[src/sv/pls_pkg.sv]
// Package for the path length segmenter.
// Holds default widths, the threshold reset value and the control/status structs.
// No dependencies.
`default_nettype none

package pls_pkg;

  localparam int unsigned COORD_WIDTH_DEF  = 24;
  localparam int unsigned LENGTH_WIDTH_DEF = 32;
  localparam int unsigned LIMIT_WIDTH      = 32;
  localparam int unsigned SEG_WIDTH        = 16;

  localparam logic [LIMIT_WIDTH-1:0] LIMIT_RESET = 32'd25600;

  // Square unit operand select
  localparam logic [1:0] SEL_X = 2'd0;
  localparam logic [1:0] SEL_Y = 2'd1;
  localparam logic [1:0] SEL_Z = 2'd2;

  typedef struct packed {
    logic       capture;
    logic       diff;
    logic       sq_en;
    logic [1:0] sq_sel;
    logic       sum_en;
    logic       root_step;
    logic       commit;
  } cmd_t;

  typedef struct packed {
    logic first;
    logic out_free;
  } status_t;

endpackage

`default_nettype wire

[src/sv/pls_point_if.sv]
// Input channel of the path length segmenter: one path point per beat.
// Depends on pls_pkg for the default coordinate width.
`default_nettype none

interface pls_point_if #(
  parameter int unsigned COORD_WIDTH = pls_pkg::COORD_WIDTH_DEF
);
  logic                          valid;
  logic                          ready;
  logic signed [COORD_WIDTH-1:0] point_x;
  logic signed [COORD_WIDTH-1:0] point_y;
  logic signed [COORD_WIDTH-1:0] point_z;
  logic                          path_first;
  logic                          path_last;

  modport source (
    output valid, point_x, point_y, point_z, path_first, path_last,
    input  ready
  );

  modport sink (
    input  valid, point_x, point_y, point_z, path_first, path_last,
    output ready
  );
endinterface

`default_nettype wire

[src/sv/pls_result_if.sv]
// Output channel of the path length segmenter: one tagged point per beat.
// Depends on pls_pkg for default widths.
`default_nettype none

interface pls_result_if #(
  parameter int unsigned COORD_WIDTH  = pls_pkg::COORD_WIDTH_DEF,
  parameter int unsigned LENGTH_WIDTH = pls_pkg::LENGTH_WIDTH_DEF
);
  logic                            valid;
  logic                            ready;
  logic signed [COORD_WIDTH-1:0]   out_x;
  logic signed [COORD_WIDTH-1:0]   out_y;
  logic signed [COORD_WIDTH-1:0]   out_z;
  logic [pls_pkg::SEG_WIDTH-1:0]   segment_number;
  logic                            closes_segment;
  logic                            ends_path;
  logic [LENGTH_WIDTH-1:0]         running_length;

  modport source (
    output valid, out_x, out_y, out_z, segment_number, closes_segment, ends_path,
           running_length,
    input  ready
  );

  modport sink (
    input  valid, out_x, out_y, out_z, segment_number, closes_segment, ends_path,
           running_length,
    output ready
  );
endinterface

`default_nettype wire

[src/sv/path_length_segmenter.sv]
// Path length segmenter: one point at a time; a new point is accepted only after the
// previous result has been committed to the output register.
// A point marked path_first skips the distance computation.
// The square root loop produces one result bit per cycle.
// Asynchronous active-low reset: threshold to 25600, previous point, length and count to 0.
// Top level; depends on pls_pkg, pls_point_if, pls_result_if, pls_ctrl and pls_dp.
`default_nettype none

module path_length_segmenter #(
  parameter int unsigned COORD_WIDTH  = pls_pkg::COORD_WIDTH_DEF,
  parameter int unsigned LENGTH_WIDTH = pls_pkg::LENGTH_WIDTH_DEF
) (
  input  wire logic                            clk_i,
  input  wire logic                            rst_ni,
  pls_point_if.sink                            point_i,
  pls_result_if.source                         result_o,
  input  wire logic                            length_limit_we_i,
  input  wire logic [pls_pkg::LIMIT_WIDTH-1:0] length_limit_i
);

  pls_pkg::cmd_t    cmd;
  pls_pkg::status_t status;
  logic             in_ready;

  assign point_i.ready = in_ready;

  pls_ctrl #(
    .ROOT_STEPS (COORD_WIDTH + 1)
  ) u_ctrl (
    .clk_i      (clk_i),
    .rst_ni     (rst_ni),
    .in_valid_i (point_i.valid),
    .in_ready_o (in_ready),
    .status_i   (status),
    .cmd_o      (cmd)
  );

  pls_dp #(
    .COORD_WIDTH  (COORD_WIDTH),
    .LENGTH_WIDTH (LENGTH_WIDTH)
  ) u_dp (
    .clk_i             (clk_i),
    .rst_ni            (rst_ni),
    .cmd_i             (cmd),
    .status_o          (status),
    .point_x_i         (point_i.point_x),
    .point_y_i         (point_i.point_y),
    .point_z_i         (point_i.point_z),
    .path_first_i      (point_i.path_first),
    .path_last_i       (point_i.path_last),
    .length_limit_we_i (length_limit_we_i),
    .length_limit_i    (length_limit_i),
    .result_o          (result_o)
  );

endmodule

`default_nettype wire

[src/sv/pls_ctrl.sv]
// Sequencer of the path length segmenter: capture, delta, squares, root, commit.
// Depends on pls_pkg (cmd_t, status_t, default coordinate width).
`default_nettype none

module pls_ctrl #(
  parameter int unsigned ROOT_STEPS = pls_pkg::COORD_WIDTH_DEF + 1
) (
  input  wire logic             clk_i,
  input  wire logic             rst_ni,
  input  wire logic             in_valid_i,
  output logic                  in_ready_o,
  input  wire pls_pkg::status_t status_i,
  output pls_pkg::cmd_t         cmd_o
);

  localparam int unsigned CNT_W = $clog2(ROOT_STEPS);

  localparam logic [2:0] S_IDLE   = 3'd0;
  localparam logic [2:0] S_DIFF   = 3'd1;
  localparam logic [2:0] S_SQ     = 3'd2;
  localparam logic [2:0] S_ROOT   = 3'd3;
  localparam logic [2:0] S_COMMIT = 3'd4;

  localparam logic [CNT_W-1:0] SQ_LAST   = CNT_W'(3);
  localparam logic [CNT_W-1:0] ROOT_LAST = CNT_W'(ROOT_STEPS - 1);

  logic [2:0]       state_q, state_d;
  logic [CNT_W-1:0] cnt_q, cnt_d;

  always_comb begin
    state_d = state_q;
    cnt_d   = cnt_q;
    cmd_o   = '0;
    unique case (state_q)
      S_IDLE: begin
        if (in_valid_i) begin
          cmd_o.capture = 1'b1;
          state_d       = S_DIFF;
        end
      end
      S_DIFF: begin
        if (status_i.first) begin
          state_d = S_COMMIT;
        end else begin
          cmd_o.diff = 1'b1;
          cnt_d      = '0;
          state_d    = S_SQ;
        end
      end
      S_SQ: begin
        cmd_o.sq_en  = (cnt_q != SQ_LAST);
        cmd_o.sq_sel = cnt_q[1:0];
        cmd_o.sum_en = (cnt_q != '0);
        if (cnt_q == SQ_LAST) begin
          cnt_d   = '0;
          state_d = S_ROOT;
        end else begin
          cnt_d = cnt_q + CNT_W'(1);
        end
      end
      S_ROOT: begin
        cmd_o.root_step = 1'b1;
        if (cnt_q == ROOT_LAST) begin
          state_d = S_COMMIT;
        end else begin
          cnt_d = cnt_q + CNT_W'(1);
        end
      end
      S_COMMIT: begin
        if (status_i.out_free) begin
          cmd_o.commit = 1'b1;
          state_d      = S_IDLE;
        end
      end
      default: begin
        state_d = S_IDLE;
      end
    endcase
  end

  assign in_ready_o = (state_q == S_IDLE);

  always_ff @(posedge clk_i or negedge rst_ni) begin
    if (!rst_ni) begin
      state_q <= S_IDLE;
      cnt_q   <= '0;
    end else begin
      state_q <= state_d;
      cnt_q   <= cnt_d;
    end
  end

  a_commit_frees_input: assert property (@(posedge clk_i) disable iff (!rst_ni)
    cmd_o.commit |=> in_ready_o)
    else $error("input not reopened after commit");

  a_capture_blocks_input: assert property (@(posedge clk_i) disable iff (!rst_ni)
    cmd_o.capture |=> !in_ready_o)
    else $error("input still open while a point is in work");

endmodule

`default_nettype wire

[src/sv/pls_dp.sv]
// Datapath of the path length segmenter: point registers, shared squarer,
// bit-per-cycle integer square root, length accumulator and output register.
// Depends on pls_pkg and pls_result_if.
`default_nettype none

module pls_dp #(
  parameter int unsigned COORD_WIDTH  = pls_pkg::COORD_WIDTH_DEF,
  parameter int unsigned LENGTH_WIDTH = pls_pkg::LENGTH_WIDTH_DEF
) (
  input  wire logic                                 clk_i,
  input  wire logic                                 rst_ni,
  input  wire pls_pkg::cmd_t                        cmd_i,
  output pls_pkg::status_t                          status_o,
  input  wire logic signed [COORD_WIDTH-1:0]        point_x_i,
  input  wire logic signed [COORD_WIDTH-1:0]        point_y_i,
  input  wire logic signed [COORD_WIDTH-1:0]        point_z_i,
  input  wire logic                                 path_first_i,
  input  wire logic                                 path_last_i,
  input  wire logic                                 length_limit_we_i,
  input  wire logic [pls_pkg::LIMIT_WIDTH-1:0]      length_limit_i,
  pls_result_if.source                              result_o
);

  localparam int unsigned CW     = COORD_WIDTH;
  localparam int unsigned LW     = LENGTH_WIDTH;
  localparam int unsigned SW     = pls_pkg::SEG_WIDTH;
  localparam int unsigned ROOT_W = CW + 1;
  localparam int unsigned PROD_W = 2 * CW;
  localparam int unsigned SUM_W  = 2 * ROOT_W;
  localparam int unsigned REM_W  = ROOT_W + 2;
  localparam int unsigned TRY_W  = ROOT_W + 4;
  localparam int unsigned ACC_W  = ((LW > ROOT_W) ? LW : ROOT_W) + 1;
  localparam int unsigned CMP_W  = (LW > pls_pkg::LIMIT_WIDTH) ? LW : pls_pkg::LIMIT_WIDTH;

  // Architectural state
  logic [pls_pkg::LIMIT_WIDTH-1:0] limit_q;
  logic signed [CW-1:0]            prev_x_q, prev_y_q, prev_z_q;
  logic [LW-1:0]                   seg_len_q;
  logic [SW-1:0]                   seg_cnt_q;
  logic                            out_valid_q;

  // Working registers
  logic signed [CW-1:0] x_q, y_q, z_q;
  logic                 first_q, last_q;
  logic [CW-1:0]        dx_q, dy_q, dz_q;
  logic [PROD_W-1:0]    prod_q;
  logic [SUM_W-1:0]     sum_q;
  logic [ROOT_W-1:0]    root_q;
  logic [REM_W-1:0]     rem_q;

  // Output register
  logic signed [CW-1:0] res_x_q, res_y_q, res_z_q;
  logic [SW-1:0]        res_num_q;
  logic                 res_close_q, res_end_q;
  logic [LW-1:0]        res_len_q;

  // Absolute coordinate deltas
  logic [CW:0] diff_x, diff_y, diff_z;
  logic [CW:0] abs_x, abs_y, abs_z;

  assign diff_x = {x_q[CW-1], x_q} - {prev_x_q[CW-1], prev_x_q};
  assign diff_y = {y_q[CW-1], y_q} - {prev_y_q[CW-1], prev_y_q};
  assign diff_z = {z_q[CW-1], z_q} - {prev_z_q[CW-1], prev_z_q};
  assign abs_x  = diff_x[CW] ? (~diff_x + (CW+1)'(1)) : diff_x;
  assign abs_y  = diff_y[CW] ? (~diff_y + (CW+1)'(1)) : diff_y;
  assign abs_z  = diff_z[CW] ? (~diff_z + (CW+1)'(1)) : diff_z;

  // Shared squarer operand
  logic [CW-1:0] sq_op;

  always_comb begin
    unique case (cmd_i.sq_sel)
      pls_pkg::SEL_X: sq_op = dx_q;
      pls_pkg::SEL_Y: sq_op = dy_q;
      pls_pkg::SEL_Z: sq_op = dz_q;
      default:        sq_op = '0;
    endcase
  end

  // Restoring square root, one result bit per step
  logic [TRY_W-1:0] rem_sh, trial, rem_sub;
  logic             take;

  assign rem_sh  = {rem_q, sum_q[SUM_W-1 -: 2]};
  assign trial   = {2'b00, root_q, 2'b01};
  assign rem_sub = rem_sh - trial;
  assign take    = (rem_sh >= trial);

  // Length update
  logic [ACC_W-1:0] acc;
  logic [LW-1:0]    len_sat;
  logic             closes;

  assign acc     = ACC_W'(seg_len_q) + ACC_W'(root_q);
  assign len_sat = (|acc[ACC_W-1:LW]) ? '1 : acc[LW-1:0];
  assign closes  = (CMP_W'(len_sat) > CMP_W'(limit_q));

  assign status_o.first    = first_q;
  assign status_o.out_free = !out_valid_q || result_o.ready;

  always_ff @(posedge clk_i) begin
    if (cmd_i.capture) begin
      x_q     <= point_x_i;
      y_q     <= point_y_i;
      z_q     <= point_z_i;
      first_q <= path_first_i;
      last_q  <= path_last_i;
    end
    if (cmd_i.diff) begin
      dx_q <= abs_x[CW-1:0];
      dy_q <= abs_y[CW-1:0];
      dz_q <= abs_z[CW-1:0];
    end
    if (cmd_i.sq_en) begin
      prod_q <= sq_op * sq_op;
    end
    if (cmd_i.diff) begin
      sum_q  <= '0;
      root_q <= '0;
      rem_q  <= '0;
    end else if (cmd_i.sum_en) begin
      sum_q <= sum_q + SUM_W'(prod_q);
    end else if (cmd_i.root_step) begin
      sum_q  <= {sum_q[SUM_W-3:0], 2'b00};
      root_q <= {root_q[ROOT_W-2:0], take};
      rem_q  <= take ? rem_sub[REM_W-1:0] : rem_sh[REM_W-1:0];
    end
    if (cmd_i.commit) begin
      res_x_q   <= x_q;
      res_y_q   <= y_q;
      res_z_q   <= z_q;
      res_end_q <= last_q;
      if (first_q) begin
        res_num_q   <= '0;
        res_close_q <= 1'b0;
        res_len_q   <= '0;
      end else begin
        res_num_q   <= seg_cnt_q;
        res_close_q <= closes;
        res_len_q   <= len_sat;
      end
    end
  end

  always_ff @(posedge clk_i or negedge rst_ni) begin
    if (!rst_ni) begin
      limit_q     <= pls_pkg::LIMIT_RESET;
      prev_x_q    <= '0;
      prev_y_q    <= '0;
      prev_z_q    <= '0;
      seg_len_q   <= '0;
      seg_cnt_q   <= '0;
      out_valid_q <= 1'b0;
    end else begin
      if (length_limit_we_i) begin
        limit_q <= length_limit_i;
      end
      if (cmd_i.commit) begin
        prev_x_q    <= x_q;
        prev_y_q    <= y_q;
        prev_z_q    <= z_q;
        out_valid_q <= 1'b1;
        if (first_q) begin
          seg_len_q <= '0;
          seg_cnt_q <= '0;
        end else if (closes) begin
          seg_len_q <= '0;
          if (seg_cnt_q != '1) begin
            seg_cnt_q <= seg_cnt_q + SW'(1);
          end
        end else begin
          seg_len_q <= len_sat;
        end
      end else if (result_o.ready) begin
        out_valid_q <= 1'b0;
      end
    end
  end

  assign result_o.valid          = out_valid_q;
  assign result_o.out_x          = res_x_q;
  assign result_o.out_y          = res_y_q;
  assign result_o.out_z          = res_z_q;
  assign result_o.segment_number = res_num_q;
  assign result_o.closes_segment = res_close_q;
  assign result_o.ends_path      = res_end_q;
  assign result_o.running_length = res_len_q;

  a_commit_needs_room: assert property (@(posedge clk_i) disable iff (!rst_ni)
    cmd_i.commit |-> status_o.out_free)
    else $error("result committed over an untaken beat");

  a_close_has_length: assert property (@(posedge clk_i) disable iff (!rst_ni)
    (result_o.valid && result_o.closes_segment) |-> (result_o.running_length != '0))
    else $error("segment closed with zero length");

  a_first_restarts: assert property (@(posedge clk_i) disable iff (!rst_ni)
    (cmd_i.commit && first_q) |=>
      (seg_len_q == '0 && seg_cnt_q == '0 && !result_o.closes_segment))
    else $error("path start did not restart the segment");

endmodule

`default_nettype wire

[src/flat_wrapper.sv]
// flat-port wrapper written by rule: the top's interface ports become plain ports
module path_length_segmenter_flat 
#(
  parameter int unsigned COORD_WIDTH  = pls_pkg::COORD_WIDTH_DEF,
  parameter int unsigned LENGTH_WIDTH = pls_pkg::LENGTH_WIDTH_DEF
)
  (clk_i, rst_ni, length_limit_we_i, length_limit_i, point_i_valid, point_i_point_x, point_i_point_y, point_i_point_z, point_i_path_first, point_i_path_last, point_i_ready, result_o_valid, result_o_out_x, result_o_out_y, result_o_out_z, result_o_segment_number, result_o_closes_segment, result_o_ends_path, result_o_running_length, result_o_ready);
  pls_point_if #(.COORD_WIDTH(COORD_WIDTH)) point_i_i ();
  pls_result_if #(.COORD_WIDTH(COORD_WIDTH), .LENGTH_WIDTH(LENGTH_WIDTH)) result_o_i ();
  input  wire logic clk_i;
  input  wire logic rst_ni;
  input  wire logic length_limit_we_i;
  input  wire logic [pls_pkg::LIMIT_WIDTH-1:0] length_limit_i;
  input wire logic [$bits(point_i_i.valid)-1:0] point_i_valid;
  input wire logic [$bits(point_i_i.point_x)-1:0] point_i_point_x;
  input wire logic [$bits(point_i_i.point_y)-1:0] point_i_point_y;
  input wire logic [$bits(point_i_i.point_z)-1:0] point_i_point_z;
  input wire logic [$bits(point_i_i.path_first)-1:0] point_i_path_first;
  input wire logic [$bits(point_i_i.path_last)-1:0] point_i_path_last;
  output wire logic [$bits(point_i_i.ready)-1:0] point_i_ready;
  output wire logic [$bits(result_o_i.valid)-1:0] result_o_valid;
  output wire logic [$bits(result_o_i.out_x)-1:0] result_o_out_x;
  output wire logic [$bits(result_o_i.out_y)-1:0] result_o_out_y;
  output wire logic [$bits(result_o_i.out_z)-1:0] result_o_out_z;
  output wire logic [$bits(result_o_i.segment_number)-1:0] result_o_segment_number;
  output wire logic [$bits(result_o_i.closes_segment)-1:0] result_o_closes_segment;
  output wire logic [$bits(result_o_i.ends_path)-1:0] result_o_ends_path;
  output wire logic [$bits(result_o_i.running_length)-1:0] result_o_running_length;
  input wire logic [$bits(result_o_i.ready)-1:0] result_o_ready;
  assign point_i_i.valid = point_i_valid;
  assign point_i_i.point_x = point_i_point_x;
  assign point_i_i.point_y = point_i_point_y;
  assign point_i_i.point_z = point_i_point_z;
  assign point_i_i.path_first = point_i_path_first;
  assign point_i_i.path_last = point_i_path_last;
  assign point_i_ready = point_i_i.ready;
  assign result_o_valid = result_o_i.valid;
  assign result_o_out_x = result_o_i.out_x;
  assign result_o_out_y = result_o_i.out_y;
  assign result_o_out_z = result_o_i.out_z;
  assign result_o_segment_number = result_o_i.segment_number;
  assign result_o_closes_segment = result_o_i.closes_segment;
  assign result_o_ends_path = result_o_i.ends_path;
  assign result_o_running_length = result_o_i.running_length;
  assign result_o_i.ready = result_o_ready;
  path_length_segmenter #(.COORD_WIDTH(COORD_WIDTH), .LENGTH_WIDTH(LENGTH_WIDTH)) u_core (.clk_i(clk_i), .rst_ni(rst_ni), .point_i(point_i_i), .result_o(result_o_i), .length_limit_we_i(length_limit_we_i), .length_limit_i(length_limit_i));
endmodule
[config.mk]
export PLATFORM = sky130hd
export DESIGN_NAME = path_length_segmenter_flat
export DESIGN_NICKNAME = d
export VERILOG_FILES = /design/src/sv/pls_pkg.sv /design/src/sv/pls_point_if.sv /design/src/sv/pls_result_if.sv /design/src/sv/path_length_segmenter.sv /design/src/sv/pls_ctrl.sv /design/src/sv/pls_dp.sv /design/src/flat_wrapper.sv
export SDC_FILE = /design/constraint.sdc
export NUM_CORES = 2
export LEC_CHECK = 0
export ABC_AREA = 1
export BUFFER_PORTS_ARGS = -buffer_cell sky130_fd_sc_hd__buf_2
export CAP_MARGIN = 15
export CELL_PAD_IN_SITES_DETAIL_PLACEMENT = 0
export CELL_PAD_IN_SITES_GLOBAL_PLACEMENT = 1
export CORE_MARGIN = 1.5
export CORE_UTILIZATION = 53
export CTS_BUF_LIST = sky130_fd_sc_hd__clkbuf_4 sky130_fd_sc_hd__clkbuf_8
export CTS_CLUSTER_DIAMETER = 60
export DETAILED_ROUTE_END_ITERATION = 7
export PLACE_DENSITY_LB_ADDON = 0.1
export SLEW_MARGIN = 20
export SYNTH_ARGS = -nofsm -noshare
export SYNTH_HDL_FRONTEND = slang
export SYNTH_SLANG_ARGS = --single-unit
[constraint.sdc]
create_clock -name clk_i -period 18 [get_ports clk_i]
set_input_delay 3.6 -clock clk_i [delete_from_list [all_inputs] [get_ports clk_i]]
set_output_delay 3.6 -clock clk_i [all_outputs]
set_load 0.02 [all_outputs]
; ---- After elaboration in Yosys (flattened, before gate mapping)
; Cells that the tools add are included.
; W data, S select, Z words.
[word_totals]
register_bits = 579
out_inout_bits = 124
word_cells = 109
[classes]
add_sub_neg = 11
n_mul = 1
n_lt_le_gt_ge = 2
n_eq_ne = 16
muxes = 33
n_bitwise = 4
n_reduce_logical = 14
[ops]
columns = op, count
row1 = $mux W50, 2
row2 = $mux W32, 3
row3 = $sub A24 B24 Y25, 3
row4 = $add A24 B1 Y24 const B, 3
row5 = $mux W24, 3
row6 = $not A24 Y24, 3
row7 = $pmux W24 S3, 1
row8 = $add A50 B48 Y50, 1
row9 = $mul A24 B24 Y48, 1
row10 = $mux W16, 3
row11 = $add A32 B25 Y33, 1
row12 = $gt A32 B32 Y1, 1
row13 = $ge A29 B27 Y1, 1
row14 = $mux W27, 1
row15 = $sub A27 B27 Y27, 1
row16 = $add A16 B1 Y16 const B, 1
row17 = $ne A16 B16 Y1 const B, 1
row18 = $mux W3, 5
row19 = $mux W5, 3
row20 = $pmux W3 S5, 1
row21 = $pmux W5 S3, 1
row22 = $ne A2 B2 Y1 const B, 5
row23 = $mux W1, 9
row24 = $reduce_bool A2 Y1, 4
row25 = 21 further kinds, 23

; ---- Longest topological paths before layout
[depth]
depth_word = 5
depth_mapped = 39
mapped_depth_nobuf = 37

; ---- Hierarchy
; From an unflattened synthesis, not the netlist that was laid out.
[unflattened]
cells_unflattened = 6925
hier_area_um2 = 53358.7
[by_module_without_submodules]
columns = mod, n_inst, cells_each, area_each_um2, seq_area_each_um2
row1 = pls_dp, 1, 6831, 52738.1, 15333.5
row2 = pls_ctrl, 1, 94, 620.6, 200.2

; ---- Least setup slack after synthesis
; Ideal clock, no wire load.
[synth_path]
kind = input to register
startpoint = input result_o_ready
endpoint = register u_core.u_dp.res_close_q (netlist: u_core.u_dp.result_o.closes_segment) (enable)
setup_time_ns = 0.532
arrival_time_ns = 7.657
required_ns = 17.468
slack_ns = 9.812
stages = 4
cell_sequence = nor2_1 nor2_2 clkbuf_1 clkbuf_1
[synth_lines]
columns = item, line
row1 = from (decl), flat_wrapper.sv:29  ; input wire logic [$bits(result_o_i.ready)-1:0] result_o_ready;
row2 = to (signal assigned), pls_dp.sv:139  ; res_close_q <= closes;
row3 = to (decl), pls_dp.sv:54  ; logic res_close_q, res_end_q;

; ---- Final worst setup path
[layout_path]
startpoint = register u_core.u_ctrl.state_q[0]
endpoint = register u_core.u_dp.prod_q[37] (data pin)
[layout_via]
elab_chain_len = 5
[layout_rtl]
columns = item, line
row1 = from (decl), pls_ctrl.sv:27  ; logic [2:0] state_q, state_d;
row2 = from (signal assigned), pls_ctrl.sv:88  ; state_q <= state_d;
row3 = $eq A3 B2 Y1 (*), pls_ctrl.sv:34  ; unique case (state_q)
row4 = $mux W4 (*), pls_ctrl.sv:34
row5 = "$eq A2 B2 Y1, or another cell as far along", pls_dp.sv:72  ; unique case (cmd_i.sq_sel)
row6 = $pmux W24 S3 (*), pls_dp.sv:72
row7 = $mul A24 B24 Y48 (*), pls_dp.sv:115  ; prod_q <= sq_op * sq_op;
row8 = to (signal assigned), pls_dp.sv:115
row9 = to (decl), pls_dp.sv:46  ; logic [PROD_W-1:0] prod_q;
; Every way passes the cells marked *; elsewhere a longest branch is shown, timed or not.
; A chain may end at the register's enable or synchronous reset.

==> summary.md <==
| Metric | Value |
|---|---|
| Cell Area, Placed | `0.05518 mm2` |
| Commonest non-fill, non-tap cells in the layout | `nand2_1 (1828), inv_1 (1442), fa_1 (436), nor2_1 (435), ha_1 (378)` |
| Worst setup path class | `flop to flop` |
| GP Congestion | `0.9609` |
| Avg WL per Cell | `16.69 um` |
| Slew Viols, Final | `0` |
| Layout Nets | `7941` |
| Routed WL | `140300 um` |
| Worst EP arrival | `9.65 ns` |
| Post-synth ARST share | `27.85%` |
| Die area | `0.1015 mm2` |
| Synth unique cells | `62` |
| Initial core utilization | `53.54%` |
| Commonest non-fill, non-tap cell in the layout | `nand2_1` |
| EDFF count, synth | `315` |
| Min Hold Slack | `0.4185 ns` |
| CTS resizes | `0` |
| Core area | `0.09856 mm2` |
| CTS Sinks | `578` |
| Total negative slack | `0 ns` |
| GRT Util Overall | `27.77%` |
| Syn nets | `7709` |
| Final Instance Area | `0.05754 mm2` |
| Avg Inst Size Synth | `7.778 um2` |
| Total vias in the final route | `43550` |
| Worst skew pair latency | `0.79 ns` |
| Vias per inst | `5.182` |
| Yosys warning count | `0` |
| 1st-iter DRT viols | `2778` |
| Post-CTS Repair Setup Buffers | `0` |
| Clk_skew | `0.05831 ns` |
| Slowest stage delay, CP | `0.66 ns` |
| Mapped Area | `0.05277 mm2` |
| Synth Instances | `6784` |
| Main synth FF type | `edfxtp_1` |
| Share of cells above drive strength 1 | `8.122%` |
| CTS root buf | `clkbuf_8` |
| Final hold vios | `0` |
| Finish-stage setup viols | `0` |
| H-tree Lvls | `3` |
| Maxcap violations | `0` |
| Area Overhead vs Synth | `9.039%` |
| Final Core Density | `58.38%` |
| CTS clk-pin slew, worst paths | `0.06 ns` |
| Grt ovf | `0` |
| Fmax | `0.1092 GHz` |
| Crit-path max FO | `24` |
| IO Pins | `235` |
| I/O Buffers | `234` |
| Largest net degree at the start of global routing | `90` |
| Critical path launch point type | `flop` |
| Rows | `115` |
| Vias in the first global route | `43160` |
| Drt pass-1 iters | `7` |
| Final Cycle Share | `50.87%` |
| RSZ-0062 raised after global routing | `false` |
| Status | `finished, final reports clean` |
| Hold_buf cts | `0` |
| Number of CTS-inserted buffers | `102` |
| Die X-Extent | `318.5 um` |
| Slew headroom | `30.46%` |
| Post-DRT Antenna Nets | `0` |
| Hold Crit Class | `flop to flop` |
| Seq/Total Area, Yosys | `29.44%` |
| Die H | `318.5 um` |
| Final HPWL DP | `112400 um` |
| CTS tree | `yes` |
| Yosys reg bits | `578` |
| Crit-path slowest cell | `nor2_2` |
| DRC errors left | `0` |
| Min Tclk post-route | `9.157 ns` |
| CTS Buffer Depth | `3` |
| Initial antenna violation count | `13` |
| Least-Margin Pin Slew | `1.038 ns` |
| Worst setup EP type | `flop` |
| WP data required | `18.49 ns` |
| First-pass GRT wire length | `225900 um` |
-- Yosys cell counts, types with 13 or more instances --
cell,n,area share [%]
fa_1,436,17
nand3b_1,25,0.36
o21ai_0,314,3.0
nand3_1,280,2.7
nand4_1,81,0.96
dfxtp_1,102,3.9
inv_1,1443,10
nor2_1,438,3.1
nand2_1,1830,13
dfrtp_1,158,7.5
nor4_1,15,0.18
nand3_2,13,0.25
o21ai_1,22,0.21
o21bai_1,40,0.57
buf_4,13,0.18
clkbuf_1,64,0.46
buf_2,51,0.48
edfxtp_1,315,18
ha_1,378,9.0
nor3_1,40,0.38
a31oi_1,27,0.32
o211ai_1,20,0.28
xor2_1,115,1.9
a21o_1,21,0.30
nor2_2,16,0.19
xnor2_1,58,0.96
a21oi_1,324,3.1
nand2_2,39,0.46
-- worst paths after layout --
check                                    startpoint                             end  slack [ns]  depth (start not counted)
max in group asynchronous                    rst_ni        u_core.u_dp.prev_x_q[10]       13.90                          2
setup / recovery           u_core.u_ctrl.state_q[0]          u_core.u_dp.prod_q[37]        8.84                         32
hold reg to reg                  u_core.u_dp.last_q  u_core.u_dp.result_o.ends_path        0.42                          0
hold / removal                   u_core.u_dp.last_q  u_core.u_dp.result_o.ends_path        0.42                          0
min in group asynchronous                    rst_ni       u_core.u_dp.seg_cnt_q[13]        2.79                          1
setup reg to reg           u_core.u_ctrl.state_q[0]          u_core.u_dp.prod_q[37]        8.84                         32
-- cells by family (layout without fill, tap and decap cells) --
kind of cell	Yosys count	after routing	synth area share [%]
and+or+nand+nor	2807	2807	22.03
buffers and inverters	1598	1918	11.64
adders and majority gates	814	814	25.50
AOI/OAI and AO/OA	810	810	8.385
DFF	578	578	29.44
xor gates and xnor gates	175	175	2.955
muxes	2	2	0.04268
other	0	13	0
-- cell type report --
| class | count | area, um2 |
|---|---|---|
| Antenna cell | 13 | 32.53 |
| Clock buffer | 145 | 1795 |
| Clock inverter | 47 | 528.0 |
| Fill cell | 9466 | 41030 |
| Inverter | 1457 | 5474 |
| Multi-Input combinational cell | 4608 | 31120 |
| Sequential cell | 578 | 15530 |
| Tap cell | 1287 | 1610 |
| Timing Repair Buffer | 269 | 1440 |
-- critical path, delay by kind of cell, from the launching register on --
| kind | cells | cell delay [ns] |
|---|---|---|
| fa+ha+maj | 8 | 4.10 |
| compound gates | 1 | 0.20 |
| flops | 1 | 0.39 |
| buf+inv | 6 | 0.33 |
| simple gates | 17 | 3.85 |
-- stage by stage --
step	std cells	setup slack, ns
2_1_floorplan	6784	9.812
3_3_place_gp	8199	8.867
3_5_place_dp	8199	8.804
4_1_cts	8391	8.752
5_1_grt	8400	8.255
6_report	8404	8.843
-- registers in the layout, indices dropped and copies added (netlist names), 25 cells and up --
register	cells
u_core.u_dp.sum_q	50
u_core.u_dp.prod_q	47
u_core.u_dp.limit_q	32
u_core.u_dp.result_o.running_length	32
u_core.u_dp.seg_len_q	32
u_core.u_dp.rem_q	27
u_core.u_dp.root_q	25
-- metal layers --
metal / vias to the layer above / routed length, um / part of all wire [%] / global-route usage, %
met4: 0 / 3827 / 2.7 / 8.219
li1: 21640 / - / - / -
met5: - / 0 / 0 / 0
met1: 20640 / 63300 / 45 / 37.72
met3: 219 / 7483 / 5.3 / 4.312
met2: 1047 / 65670 / 47 / 45.88
Power is left out: the tool's default activity adds up to more than one toggle a clock period on the data nets, which glitch-free logic cannot reach.
